`src/ogmaf_pkg.sv`:
```
package ogmaf_pkg;

   localparam int DATA_W = 32;
   localparam int WIN_W = 31;
   localparam int DIGIT_W = 8;
   localparam int CSR_ADDR_W = 3;

   localparam logic CSR_WINDOW = 1'b0;
   localparam logic CSR_MODE = 1'b1;

   typedef enum logic [2:0] {
      ST_IDLE,
      ST_DECIDE,
      ST_WRITE,
      ST_SWEEP,
      ST_DRAIN,
      ST_DIVIDE,
      ST_FILL,
      ST_DONE
   } state_type;

   typedef struct packed {
      logic start;
      logic negative;
   } div_ctrl_type;

   typedef struct packed {
      logic busy;
      logic done;
   } div_status_type;

endpackage

```
`src/outlier_gated_median_average_filter.sv`:
```
// Path when the sample joins the ring: one write, one read per ring entry, the median/sum
//   pipeline, then the 8-bit-per-cycle divider; on a restart, one ring write per entry;
//   otherwise the result is registered directly.
// Flow: one sample at a time; the next transaction is taken the cycle after the result is
//   registered.
// Reset: synchronous; ring reads as zero through per-entry valid bits, average, previous
//   sample, write slot and accept_window clear, median_mode sets.
module outlier_gated_median_average_filter #(
   parameter int RING_DEPTH = 8
) (
   input  logic                                  clock,
   input  logic                                  reset,
   input  logic                                  req_valid,
   output logic                                  req_stall,
   input  logic signed [ogmaf_pkg::DATA_W-1:0]   req_sample,
   output logic                                  rsp_valid,
   input  logic                                  rsp_stall,
   output logic signed [ogmaf_pkg::DATA_W-1:0]   rsp_filtered_value,
   input  logic                                  csr_psel,
   input  logic                                  csr_penable,
   input  logic                                  csr_pwrite,
   input  logic [ogmaf_pkg::CSR_ADDR_W-1:0]      csr_paddr,
   input  logic [31:0]                           csr_pwdata,
   output logic [31:0]                           csr_prdata,
   output logic                                  csr_pready
);

   localparam int DW = ogmaf_pkg::DATA_W;
   localparam int AW = $clog2(RING_DEPTH);
   localparam int SLOT_W = $clog2(RING_DEPTH + 1);
   localparam int DIVISOR = RING_DEPTH - 2;
   localparam int SUM_W = DW + AW + 1;
   localparam int DVD_W = ((SUM_W + ogmaf_pkg::DIGIT_W - 1) / ogmaf_pkg::DIGIT_W)
                          * ogmaf_pkg::DIGIT_W;
   localparam int LAST = RING_DEPTH - 1;

   ogmaf_pkg::state_type state_ff, state_in;

   logic signed [DW-1:0]         s_ff;
   logic signed [DW-1:0]         prev_ff;
   logic signed [DW-1:0]         avg_ff;
   logic [SLOT_W-1:0]            slot_ff;
   logic [ogmaf_pkg::WIN_W-1:0]  window_ff;
   logic                         mode_ff;
   logic [AW-1:0]                cnt_ff;
   logic [RING_DEPTH-1:0]        ring_vld_ff;
   logic                         rd_live_ff;
   logic [AW-1:0]                rd_idx_ff;
   logic                         rd_vld_ff;
   logic signed [DW-1:0]         win_a_ff;
   logic signed [DW-1:0]         win_b_ff;
   logic signed [DW-1:0]         med_ff;
   logic                         med_live_ff;
   logic signed [SUM_W-1:0]      sum_ff;
   logic                         rsp_valid_ff;
   logic signed [DW-1:0]         rsp_data_ff;

   logic                         ram_we;
   logic [AW-1:0]                ram_waddr;
   logic [DW-1:0]                ram_wdata;
   logic [DW-1:0]                ram_q;
   logic signed [DW-1:0]         rd_value;
   logic                         rd_issue;

   logic signed [DW:0]           d_avg;
   logic signed [DW:0]           d_prev;
   logic [DW:0]                  abs_avg;
   logic [DW:0]                  abs_prev;
   logic                         near_avg;
   logic                         near_prev;
   logic signed [DW:0]           pair;
   logic signed [DW:0]           pair_adj;
   logic signed [DW-1:0]         mean_val;
   logic [AW-1:0]                wslot;
   logic                         out_free;
   logic                         csr_wr;
   logic [SUM_W-1:0]             sum_mag;

   ogmaf_pkg::div_ctrl_type      div_ctrl;
   ogmaf_pkg::div_status_type    div_status;
   logic [DW-1:0]                div_quotient;

   function automatic logic signed [DW-1:0] mid3(input logic signed [DW-1:0] a,
                                                 input logic signed [DW-1:0] b,
                                                 input logic signed [DW-1:0] c);
      logic signed [DW-1:0] m;
      if ((a < b && a > c) || (a > b && a < c)) begin
         m = a;
      end else if ((b < a && b > c) || (b > a && b < c)) begin
         m = b;
      end else begin
         m = c;
      end
      return m;
   endfunction

   ogmaf_ram #(
      .WIDTH(DW),
      .DEPTH(RING_DEPTH)
   ) u_ring (
      .clock   (clock),
      .wr_en   (ram_we),
      .wr_addr (ram_waddr),
      .wr_data (ram_wdata),
      .rd_addr (cnt_ff),
      .rd_data (ram_q)
   );

   ogmaf_div #(
      .DVD_W   (DVD_W),
      .DIVISOR (DIVISOR)
   ) u_div (
      .clock    (clock),
      .reset    (reset),
      .ctrl     (div_ctrl),
      .dividend (DVD_W'(sum_mag)),
      .status   (div_status),
      .quotient (div_quotient)
   );

   assign d_avg = {avg_ff[DW-1], avg_ff} - {s_ff[DW-1], s_ff};
   assign d_prev = {prev_ff[DW-1], prev_ff} - {s_ff[DW-1], s_ff};
   assign abs_avg = d_avg[DW] ? (DW+1)'(-d_avg) : (DW+1)'(d_avg);
   assign abs_prev = d_prev[DW] ? (DW+1)'(-d_prev) : (DW+1)'(d_prev);
   assign near_avg = abs_avg <= (DW+1)'(window_ff);
   assign near_prev = abs_prev < (DW+1)'(window_ff);

   assign pair = {prev_ff[DW-1], prev_ff} + {s_ff[DW-1], s_ff};
   assign pair_adj = pair + ((DW+1)'(pair[DW]));
   assign mean_val = pair_adj[DW:1];

   assign wslot = (slot_ff >= SLOT_W'(RING_DEPTH)) ? '0 : slot_ff[AW-1:0];
   assign out_free = !rsp_valid_ff || !rsp_stall;
   assign rd_value = rd_vld_ff ? ram_q : '0;
   assign sum_mag = sum_ff[SUM_W-1] ? SUM_W'(-sum_ff) : SUM_W'(sum_ff);
   assign csr_wr = csr_psel && csr_penable && csr_pwrite && csr_pready;

   always_ff @(posedge clock) begin
      if (reset) begin
         state_ff <= ogmaf_pkg::ST_IDLE;
      end else begin
         state_ff <= state_in;
      end
   end

   always_comb begin
      state_in = state_ff;
      ram_we = 1'b0;
      ram_waddr = cnt_ff;
      ram_wdata = s_ff;
      rd_issue = 1'b0;
      div_ctrl.start = 1'b0;
      div_ctrl.negative = sum_ff[SUM_W-1];
      unique case (state_ff)
         ogmaf_pkg::ST_IDLE: begin
            if (req_valid) begin
               state_in = ogmaf_pkg::ST_DECIDE;
            end
         end
         ogmaf_pkg::ST_DECIDE: begin
            if (near_avg) begin
               state_in = ogmaf_pkg::ST_WRITE;
            end else if (near_prev) begin
               state_in = ogmaf_pkg::ST_FILL;
            end else begin
               state_in = ogmaf_pkg::ST_DONE;
            end
         end
         ogmaf_pkg::ST_WRITE: begin
            ram_we = 1'b1;
            ram_waddr = wslot;
            state_in = ogmaf_pkg::ST_SWEEP;
         end
         ogmaf_pkg::ST_SWEEP: begin
            rd_issue = 1'b1;
            if (cnt_ff == AW'(LAST)) begin
               state_in = ogmaf_pkg::ST_DRAIN;
            end
         end
         ogmaf_pkg::ST_DRAIN: begin
            if (!rd_live_ff && !med_live_ff) begin
               div_ctrl.start = 1'b1;
               state_in = ogmaf_pkg::ST_DIVIDE;
            end
         end
         ogmaf_pkg::ST_DIVIDE: begin
            if (div_status.done) begin
               state_in = ogmaf_pkg::ST_DONE;
            end
         end
         ogmaf_pkg::ST_FILL: begin
            ram_we = 1'b1;
            ram_wdata = (cnt_ff == '0) ? prev_ff : s_ff;
            if (cnt_ff == AW'(LAST)) begin
               state_in = ogmaf_pkg::ST_DONE;
            end
         end
         ogmaf_pkg::ST_DONE: begin
            if (out_free) begin
               state_in = ogmaf_pkg::ST_IDLE;
            end
         end
         default: begin
            state_in = ogmaf_pkg::ST_IDLE;
         end
      endcase
   end

   always_ff @(posedge clock) begin
      if (reset) begin
         prev_ff      <= '0;
         avg_ff       <= '0;
         slot_ff      <= '0;
         window_ff    <= '0;
         mode_ff      <= 1'b1;
         ring_vld_ff  <= '0;
         rd_live_ff   <= 1'b0;
         med_live_ff  <= 1'b0;
         rsp_valid_ff <= 1'b0;
      end else begin
         if (csr_wr) begin
            unique case (csr_paddr[2])
               ogmaf_pkg::CSR_WINDOW: window_ff <= csr_pwdata[ogmaf_pkg::WIN_W-1:0];
               ogmaf_pkg::CSR_MODE:   mode_ff <= csr_pwdata[0];
               default:               window_ff <= window_ff;
            endcase
         end

         if (state_ff == ogmaf_pkg::ST_IDLE && req_valid) begin
            s_ff <= req_sample;
         end

         if (state_ff == ogmaf_pkg::ST_DECIDE) begin
            cnt_ff <= '0;
         end else if (state_ff == ogmaf_pkg::ST_SWEEP || state_ff == ogmaf_pkg::ST_FILL) begin
            cnt_ff <= cnt_ff + AW'(1);
         end

         if (ram_we) begin
            ring_vld_ff[ram_waddr] <= 1'b1;
         end

         if (state_ff == ogmaf_pkg::ST_WRITE) begin
            slot_ff <= SLOT_W'(wslot) + SLOT_W'(1);
            sum_ff  <= '0;
         end

         if (state_ff == ogmaf_pkg::ST_FILL && cnt_ff == AW'(LAST)) begin
            slot_ff <= SLOT_W'(1);
            avg_ff  <= mean_val;
         end

         rd_live_ff <= rd_issue;
         rd_idx_ff  <= cnt_ff;
         rd_vld_ff  <= ring_vld_ff[cnt_ff];

         if (rd_live_ff) begin
            win_a_ff    <= win_b_ff;
            win_b_ff    <= rd_value;
            med_live_ff <= rd_idx_ff >= AW'(2);
            med_ff      <= mode_ff ? mid3(win_a_ff, win_b_ff, rd_value) : win_a_ff;
         end else begin
            med_live_ff <= 1'b0;
         end

         if (med_live_ff) begin
            sum_ff <= sum_ff + SUM_W'(med_ff);
         end

         if (state_ff == ogmaf_pkg::ST_DIVIDE && div_status.done) begin
            avg_ff <= div_quotient;
         end

         if (state_ff == ogmaf_pkg::ST_DONE && out_free) begin
            rsp_valid_ff <= 1'b1;
            rsp_data_ff  <= avg_ff;
            prev_ff      <= s_ff;
         end else if (rsp_valid_ff && !rsp_stall) begin
            rsp_valid_ff <= 1'b0;
         end
      end
   end

   assign req_stall = state_ff != ogmaf_pkg::ST_IDLE;
   assign rsp_valid = rsp_valid_ff;
   assign rsp_filtered_value = rsp_data_ff;
   assign csr_pready = 1'b1;
   assign csr_prdata = (csr_paddr[2] == ogmaf_pkg::CSR_MODE) ? {31'd0, mode_ff}
                                                               : {1'b0, window_ff};

   a_slot_range: assert property (@(posedge clock) disable iff (reset)
      slot_ff <= SLOT_W'(RING_DEPTH))
      else $error("write slot past ring depth");

   a_div_state: assert property (@(posedge clock) disable iff (reset)
      div_status.busy |-> state_ff == ogmaf_pkg::ST_DIVIDE)
      else $error("divider busy outside divide state");

   a_rsp_source: assert property (@(posedge clock) disable iff (reset)
      $rose(rsp_valid_ff) |-> $past(state_ff == ogmaf_pkg::ST_DONE))
      else $error("result raised without finishing a transaction");

   a_accept_decide: assert property (@(posedge clock) disable iff (reset)
      req_valid && !req_stall |=> state_ff == ogmaf_pkg::ST_DECIDE)
      else $error("accepted transaction not decided next cycle");

endmodule

```
`src/ogmaf_ram.sv`:
```
module ogmaf_ram #(
   parameter int WIDTH = 32,
   parameter int DEPTH = 8
) (
   input  logic                     clock,
   input  logic                     wr_en,
   input  logic [$clog2(DEPTH)-1:0] wr_addr,
   input  logic [WIDTH-1:0]         wr_data,
   input  logic [$clog2(DEPTH)-1:0] rd_addr,
   output logic [WIDTH-1:0]         rd_data
);

   logic [WIDTH-1:0] mem_ff [DEPTH];

   always_ff @(posedge clock) begin
      if (wr_en) begin
         mem_ff[wr_addr] <= wr_data;
      end
      rd_data <= mem_ff[rd_addr];
   end

endmodule

```
`src/ogmaf_div.sv`:
```
module ogmaf_div #(
   parameter int DVD_W = 40,
   parameter int DIVISOR = 6
) (
   input  logic                            clock,
   input  logic                            reset,
   input  ogmaf_pkg::div_ctrl_type         ctrl,
   input  logic [DVD_W-1:0]                dividend,
   output ogmaf_pkg::div_status_type       status,
   output logic [ogmaf_pkg::DATA_W-1:0]    quotient
);

   localparam int NSTEP = DVD_W / ogmaf_pkg::DIGIT_W;
   localparam int CNT_W = $clog2(NSTEP + 1);
   localparam int REM_W = $clog2(DIVISOR + 1);

   logic                          busy_ff;
   logic                          done_ff;
   logic                          neg_ff;
   logic [CNT_W-1:0]              cnt_ff;
   logic [DVD_W-1:0]              dvd_ff;
   logic [DVD_W-1:0]              quo_ff;
   logic [REM_W-1:0]              rem_ff;
   logic [REM_W-1:0]              rem_in;
   logic [ogmaf_pkg::DIGIT_W-1:0] digit_in;

   always_comb begin
      logic [REM_W:0]   trial;
      logic [REM_W-1:0] rem_v;
      rem_v = rem_ff;
      digit_in = '0;
      for (int i = 0; i < ogmaf_pkg::DIGIT_W; i++) begin
         trial = {rem_v, dvd_ff[DVD_W-1-i]};
         if (trial >= (REM_W+1)'(DIVISOR)) begin
            rem_v = REM_W'(trial - (REM_W+1)'(DIVISOR));
            digit_in[ogmaf_pkg::DIGIT_W-1-i] = 1'b1;
         end else begin
            rem_v = trial[REM_W-1:0];
         end
      end
      rem_in = rem_v;
   end

   always_ff @(posedge clock) begin
      if (reset) begin
         busy_ff <= 1'b0;
         done_ff <= 1'b0;
      end else begin
         done_ff <= 1'b0;
         if (ctrl.start) begin
            busy_ff <= 1'b1;
            cnt_ff  <= '0;
            dvd_ff  <= dividend;
            quo_ff  <= '0;
            rem_ff  <= '0;
            neg_ff  <= ctrl.negative;
         end else if (busy_ff) begin
            dvd_ff <= dvd_ff << ogmaf_pkg::DIGIT_W;
            quo_ff <= {quo_ff[DVD_W-ogmaf_pkg::DIGIT_W-1:0], digit_in};
            rem_ff <= rem_in;
            cnt_ff <= cnt_ff + CNT_W'(1);
            if (cnt_ff == CNT_W'(NSTEP - 1)) begin
               busy_ff <= 1'b0;
               done_ff <= 1'b1;
            end
         end
      end
   end

   assign status.busy = busy_ff;
   assign status.done = done_ff;
   assign quotient = neg_ff ? -quo_ff[ogmaf_pkg::DATA_W-1:0] : quo_ff[ogmaf_pkg::DATA_W-1:0];

endmodule

```
`config.mk`:
```
export PLATFORM = sky130hd
export DESIGN_NAME = outlier_gated_median_average_filter
export DESIGN_NICKNAME = d
export VERILOG_FILES = /design/src/ogmaf_pkg.sv /design/src/outlier_gated_median_average_filter.sv /design/src/ogmaf_ram.sv /design/src/ogmaf_div.sv
export SDC_FILE = /design/constraint.sdc
export NUM_CORES = 2
export LEC_CHECK = 0
export BUFFER_PORTS_ARGS = -buffer_cell sky130_fd_sc_hd__buf_2
export CAP_MARGIN = 20
export CORE_MARGIN = 1
export CORE_UTILIZATION = 43
export CTS_CLUSTER_SIZE = 14
export DETAILED_ROUTE_END_ITERATION = 8
export GPL_ROUTABILITY_DRIVEN = 0
export HOLD_SLACK_MARGIN = 0.08
export PLACE_DENSITY_LB_ADDON = 0.05
export SKIP_CTS_REPAIR_TIMING = 1
export SYNTH_ARGS = -nofsm -noshare
export SYNTH_HDL_FRONTEND = slang
export SYNTH_SLANG_ARGS = --single-unit
```
`constraint.sdc`:
```
create_clock -name clock -period 7.8 [get_ports clock]
set_input_delay 1.56 -clock clock [delete_from_list [all_inputs] [get_ports clock]]
set_output_delay 1.56 -clock clock [all_outputs]
set_load 0.01 [all_outputs]
```
==> report_table.html <==
<table>
<tr><th>Metric</th><th>Value</th></tr>
<tr><th colspan="2">Floorplanning</th></tr>
<tr><td>FP Rows</td><td>112</td></tr>
<tr><td>Starting Density</td><td>43.54%</td></tr>
<tr><td>Area of the die</td><td>95890 um2</td></tr>
<tr><td>IO Count</td><td>141</td></tr>
<tr><td>Core outline area</td><td>93470 um2</td></tr>
<tr><td>Horizontal extent of the die</td><td>309.7 um</td></tr>
<tr><td>Die Ht</td><td>309.7 um</td></tr>
<tr><th colspan="2">Timing</th></tr>
<tr><td>Worst-case hold slack</td><td>443.0 ps</td></tr>
<tr><td>Worst-Margin Slew</td><td>1116 ps</td></tr>
<tr><td>Setup TNS</td><td>0 ps</td></tr>
<tr><td>RSZ-0062 raised after global routing</td><td>false</td></tr>
<tr><td>Setup WS post-layout</td><td>1144 ps</td></tr>
<tr><td>F_max</td><td>0.1502 GHz</td></tr>
<tr><td>Final critical-path required period</td><td>6656 ps</td></tr>
<tr><td>Part of the cycle the worst path needs</td><td>85.33%</td></tr>
<tr><td>Count of pins over their slew limit</td><td>0</td></tr>
<tr><td>Setup violators final</td><td>0</td></tr>
<tr><td>Number of failing hold endpoints at the final stage</td><td>0</td></tr>
<tr><td>Max-Slew Margin vs Limit</td><td>24.84%</td></tr>
<tr><td>Worst Skew</td><td>27.10 ps</td></tr>
<tr><th colspan="2">Worst setup path</th></tr>
<tr><td>Endpoint required time on the critical path</td><td>8350 ps</td></tr>
<tr><td>Largest delay share family, worst path</td><td>compound AO/OA/AOI/OAI gates</td></tr>
<tr><td>Sort of element at the start of the critical path</td><td>flip-flop</td></tr>
<tr><td>Critical path's slowest cell</td><td>or4_1</td></tr>
<tr><td>Crit path arrival time</td><td>7210 ps</td></tr>
<tr><td>End of the worst register-to-register path</td><td>state_ff[0]</td></tr>
<tr><td>Reg2reg setup slack</td><td>1140 ps</td></tr>
<tr><td>Number of buffer and inverter stages on the critical path</td><td>1</td></tr>
<tr><td>Peak fanout along the critical path</td><td>6</td></tr>
<tr><td>Critical R2R Launch</td><td>s_ff[0]</td></tr>
<tr><td>Largest stage delay, worst path</td><td>500 ps</td></tr>
<tr><td>Cells on worst reg2reg path</td><td>25</td></tr>
<tr><td>Critical path type</td><td>reg2reg</td></tr>
<tr><td>Crit path capture type</td><td>flip-flop</td></tr>
<tr><th colspan="2">Route</th></tr>
<tr><td>Per-cell via count in the routed design</td><td>5.624</td></tr>
<tr><td>DRC violation total after the first TritonRoute iteration</td><td>2266</td></tr>
<tr><td>Routed wire length</td><td>117000 um</td></tr>
<tr><td>Post-DR wirelength/cell</td><td>22.08 um</td></tr>
<tr><td>Vias after detailed routing</td><td>29.81k</td></tr>
<tr><td>Residual DRC</td><td>0</td></tr>
<tr><td>Antenna-violating nets left</td><td>0</td></tr>
<tr><td>TritonRoute pass-1 iters</td><td>5</td></tr>
<tr><th colspan="2">Synth</th></tr>
<tr><td>Share of synthesized registers carrying an async set or reset</td><td>0%</td></tr>
<tr><td>Synth Flop Type</td><td>edfxtp_1</td></tr>
<tr><td>Simple-gate area share of the yosys netlist</td><td>14.03%</td></tr>
<tr><td>Average footprint of a synthesized cell</td><td>10.46 um2</td></tr>
<tr><td>FF+latch count, synth</td><td>685</td></tr>
<tr><td>Area share of xor/xnor cells in the synthesized design</td><td>5.208%</td></tr>
<tr><td>Dominant combinational cell family by area after synthesis</td><td>compound AO/OA/AOI/OAI gates</td></tr>
<tr><td>Number of distinct library cells after synthesis</td><td>84</td></tr>
<tr><td>Total number of yosys warnings</td><td>0</td></tr>
<tr><td>Arithmetic-cell share of the synthesized area counting full adders, half adders and majority gates</td><td>9.389%</td></tr>
<tr><td>Summed instance area of the synthesized netlist</td><td>40700 um2</td></tr>
<tr><td>Net count of the mapped netlist</td><td>4267</td></tr>
<tr><td>Proportion of synthesized chip area in sequential cells</td><td>46.90%</td></tr>
<tr><td>Post-synthesis instance total</td><td>3890</td></tr>
<tr><td>Share of cell area taken by muxes after synthesis</td><td>6.600%</td></tr>
<tr><td>Area fraction in compound gates after synthesis</td><td>14.45%</td></tr>
<tr><td>Number of synthesized flops with an enable pin</td><td>537</td></tr>
<tr><th colspan="2">Power</th></tr>
<tr><td>Static leakage</td><td>17.09 nW</td></tr>
<tr><td>Peak ir drop on the vdd network</td><td>187.5 uV</td></tr>
<tr><td>Power per cell area</td><td>251.9 nW/um2</td></tr>
<tr><th colspan="2">Place</th></tr>
<tr><td>Setup slack after placement</td><td>1277 ps</td></tr>
<tr><td>Post-DP HPWL</td><td>86110 um</td></tr>
<tr><td>Count of input and output buffers</td><td>135</td></tr>
<tr><td>Total placed cells including tap cells</td><td>5149</td></tr>
<tr><th colspan="2">Min path</th></tr>
<tr><td>Min-delay src</td><td>rd_idx_ff[2]</td></tr>
<tr><td>Worst hold path cell count</td><td>1</td></tr>
<tr><td>Worst-case hold path end point</td><td>med_live_ff</td></tr>
<tr><td>Hold Path Class</td><td>reg2reg</td></tr>
<tr><th colspan="2">Final layout</th></tr>
<tr><td>Synth-to-Final Area Change</td><td>11.74%</td></tr>
<tr><td>Diodes inserted</td><td>0</td></tr>
<tr><td>Fraction of layout instances using a drive strength above 1</td><td>11.61%</td></tr>
<tr><td>Post-layout instance count excluding filler cells</td><td>5301</td></tr>
<tr><td>Number of nets at the end of the flow</td><td>4357</td></tr>
<tr><th colspan="2">Clocking</th></tr>
<tr><td>Level count of the clock H-tree</td><td>3</td></tr>
<tr><td>Clock Latency Late Sink</td><td>670 ps</td></tr>
<tr><td>Number of clock sinks</td><td>685</td></tr>
<tr><td>Root cell of the clock tree</td><td>clkbuf_16</td></tr>
<tr><td>Buffer depth of the longest clock path</td><td>3</td></tr>
<tr><td>TritonCTS clock tree</td><td>built</td></tr>
<tr><td>Reg clk slew, reported paths</td><td>60 ps</td></tr>
<tr><td>Clock buffers created by TritonCTS</td><td>80</td></tr>
<tr><th colspan="2">GRT</th></tr>
<tr><td>Initial antenna violation count</td><td>2</td></tr>
<tr><td>Total overflow reported by the global router</td><td>0</td></tr>
<tr><td>Global-route usage over all layers</td><td>24.45%</td></tr>
<tr><td>Wire length of the first global-routing pass</td><td>177600 um</td></tr>
<tr><td>Largest net degree at the start of global routing</td><td>95</td></tr>
<tr><td>Number of global-route vias before repair</td><td>28.72k</td></tr>
<tr><th colspan="2">Run</th></tr>
<tr><td>Max-cap viol count</td><td>0</td></tr>
<tr><th colspan="2">Outcome</th></tr>
<tr><td>Status</td><td>complete, no violations</td></tr>
</table>
==> how the worst max path moves through the flow <==
stage	from	to	slack, ps	depth (start not counted)
2_1_floorplan	reset	med_ff[0]	1230	2
3_3_place_gp	s_ff[1]	state_ff[0]	1280	24
3_5_place_dp	s_ff[0]	state_ff[0]	1280	25
4_1_cts	s_ff[0]	state_ff[0]	1200	25
5_1_grt	avg_ff[0]	state_ff[0]	550	25
6_report	s_ff[0]	state_ff[0]	1140	25
==> metal layers <==
| metal | share of wire, % | vias to the layer above | GRT usage, % |
|---|---|---|---|
| met5 | 0.023 | - | 0 |
| met4 | 3.1 | 4 | 8.128 |
| met3 | 4.3 | 177 | 2.835 |
| met2 | 46 | 649 | 39.32 |
| met1 | 47 | 14410 | 34.20 |
| li1 | - | 14580 | - |
==> Yosys cell counts, drive strengths merged, types with 7 or more instances <==
library cell | n | share of area, %
and2 | 44 | 0.68
a211o | 16 | 0.34
or4 | 28 | 0.55
nor2 | 302 | 2.8
a21o | 82 | 1.5
o22ai | 7 | 0.11
ha | 299 | 9.2
o21a | 28 | 0.52
o211ai | 28 | 0.52
mux4 | 67 | 3.7
a211oi | 53 | 0.98
o21ai | 214 | 2.6
nor3b | 19 | 0.35
or3 | 36 | 0.57
a2111oi | 15 | 0.32
nand2 | 386 | 3.6
inv | 199 | 1.8
o21bai | 19 | 0.35
o31ai | 51 | 0.97
and3 | 22 | 0.34
nor4b | 7 | 0.15
nor2b | 52 | 0.80
or2 | 21 | 0.32
mux2i | 76 | 1.9
clkbuf | 148 | 1.4
o41ai | 8 | 0.19
nand3 | 57 | 0.70
xor2 | 93 | 2.0
mux2 | 37 | 1.0
a31oi | 29 | 0.45
nor4 | 26 | 0.43
a22oi | 7 | 0.13
nand4 | 47 | 0.72
a21oi | 275 | 3.4
xnor2 | 149 | 3.2
a21boi | 10 | 0.19
buf | 18 | 0.19
a221oi | 9 | 0.19
edfxtp | 537 | 40
nor3 | 80 | 0.98
a311oi | 13 | 0.30
nand2b | 37 | 0.57
dfxtp | 148 | 7.3
o31a | 10 | 0.22
o311ai | 7 | 0.15
==> state kept, by name, summed over array words and instances, names as in the netlist, 31 cells and up <==
register,count
u_div.quo_ff,32
med_ff,32
win_b_ff,32
avg_ff,32
u_ring.mem_ff,256
win_a_ff,32
prev_ff,32
u_div.dvd_ff,40
s_ff,32
u_ring.rd_data,32
rsp_filtered_value,32
window_ff,31
sum_ff,36
==> report_power, final <==
| part | internal [mW] | switching [mW] |
|---|---|---|
| logic | 1.16 | 1.80 |
| registers | 4.40 | 0.285 |
| clock network | 2.22 | 1.59 |
| total | 7.78 | 3.68 |
==> kinds of logic after synthesis <==
family | Yosys count
and+or+nand+nor | 1188
AOI/OAI and AO/OA | 923
other | 2
muxes | 180
adders and majority gates | 303
DFF | 685
buffers and inverters | 367
xor gates and xnor gates | 242
==> metrics by stage <==
| step | area (um2) | utilization (%) | total power, mW |
|---|---|---|---|
| after floorplan | 40700 | - | 6.776 |
| final | 45480 | 48.66 | 11.46 |
| after CTS | 45420 | 48.60 | 11.56 |
| after global routing | 45480 | 48.66 | 12.03 |
| after detailed placement | 42740 | 45.73 | 7.706 |
| after global placement | 42720 | 45.71 | 7.697 |
==> placed cells by master, fill, tap and decap left out, drive strengths merged, types with 53 or more instances in the layout <==
cell | synthesis | routed
a21o | 82 | 82
inv | 199 | 206
nor2 | 302 | 302
xnor2 | 149 | 149
nor3 | 80 | 80
dfxtp | 148 | 148
mux4 | 67 | 67
buf | 18 | 173
nand3 | 57 | 57
mux2i | 76 | 76
xor2 | 93 | 93
ha | 299 | 299
edfxtp | 537 | 537
a21oi | 275 | 275
a211oi | 53 | 53
nand2 | 386 | 386
o21ai | 214 | 214
clkbuf | 148 | 105
==> layout make-up <==
| type | count | area (um2) |
|---|---|---|
| Fill cell | 8703 | 47990 |
| Multi-Input combinational cell | 2838 | 20380 |
| Sequential cell | 685 | 19090 |
| Clock buffer | 104 | 2203 |
| Tap cell | 1254 | 1569 |
| Timing Repair Buffer | 174 | 1011 |
| Inverter | 201 | 754.5 |
| Clock inverter | 45 | 478.0 |
No activity file was read; power rests on OpenSTA's default activity.
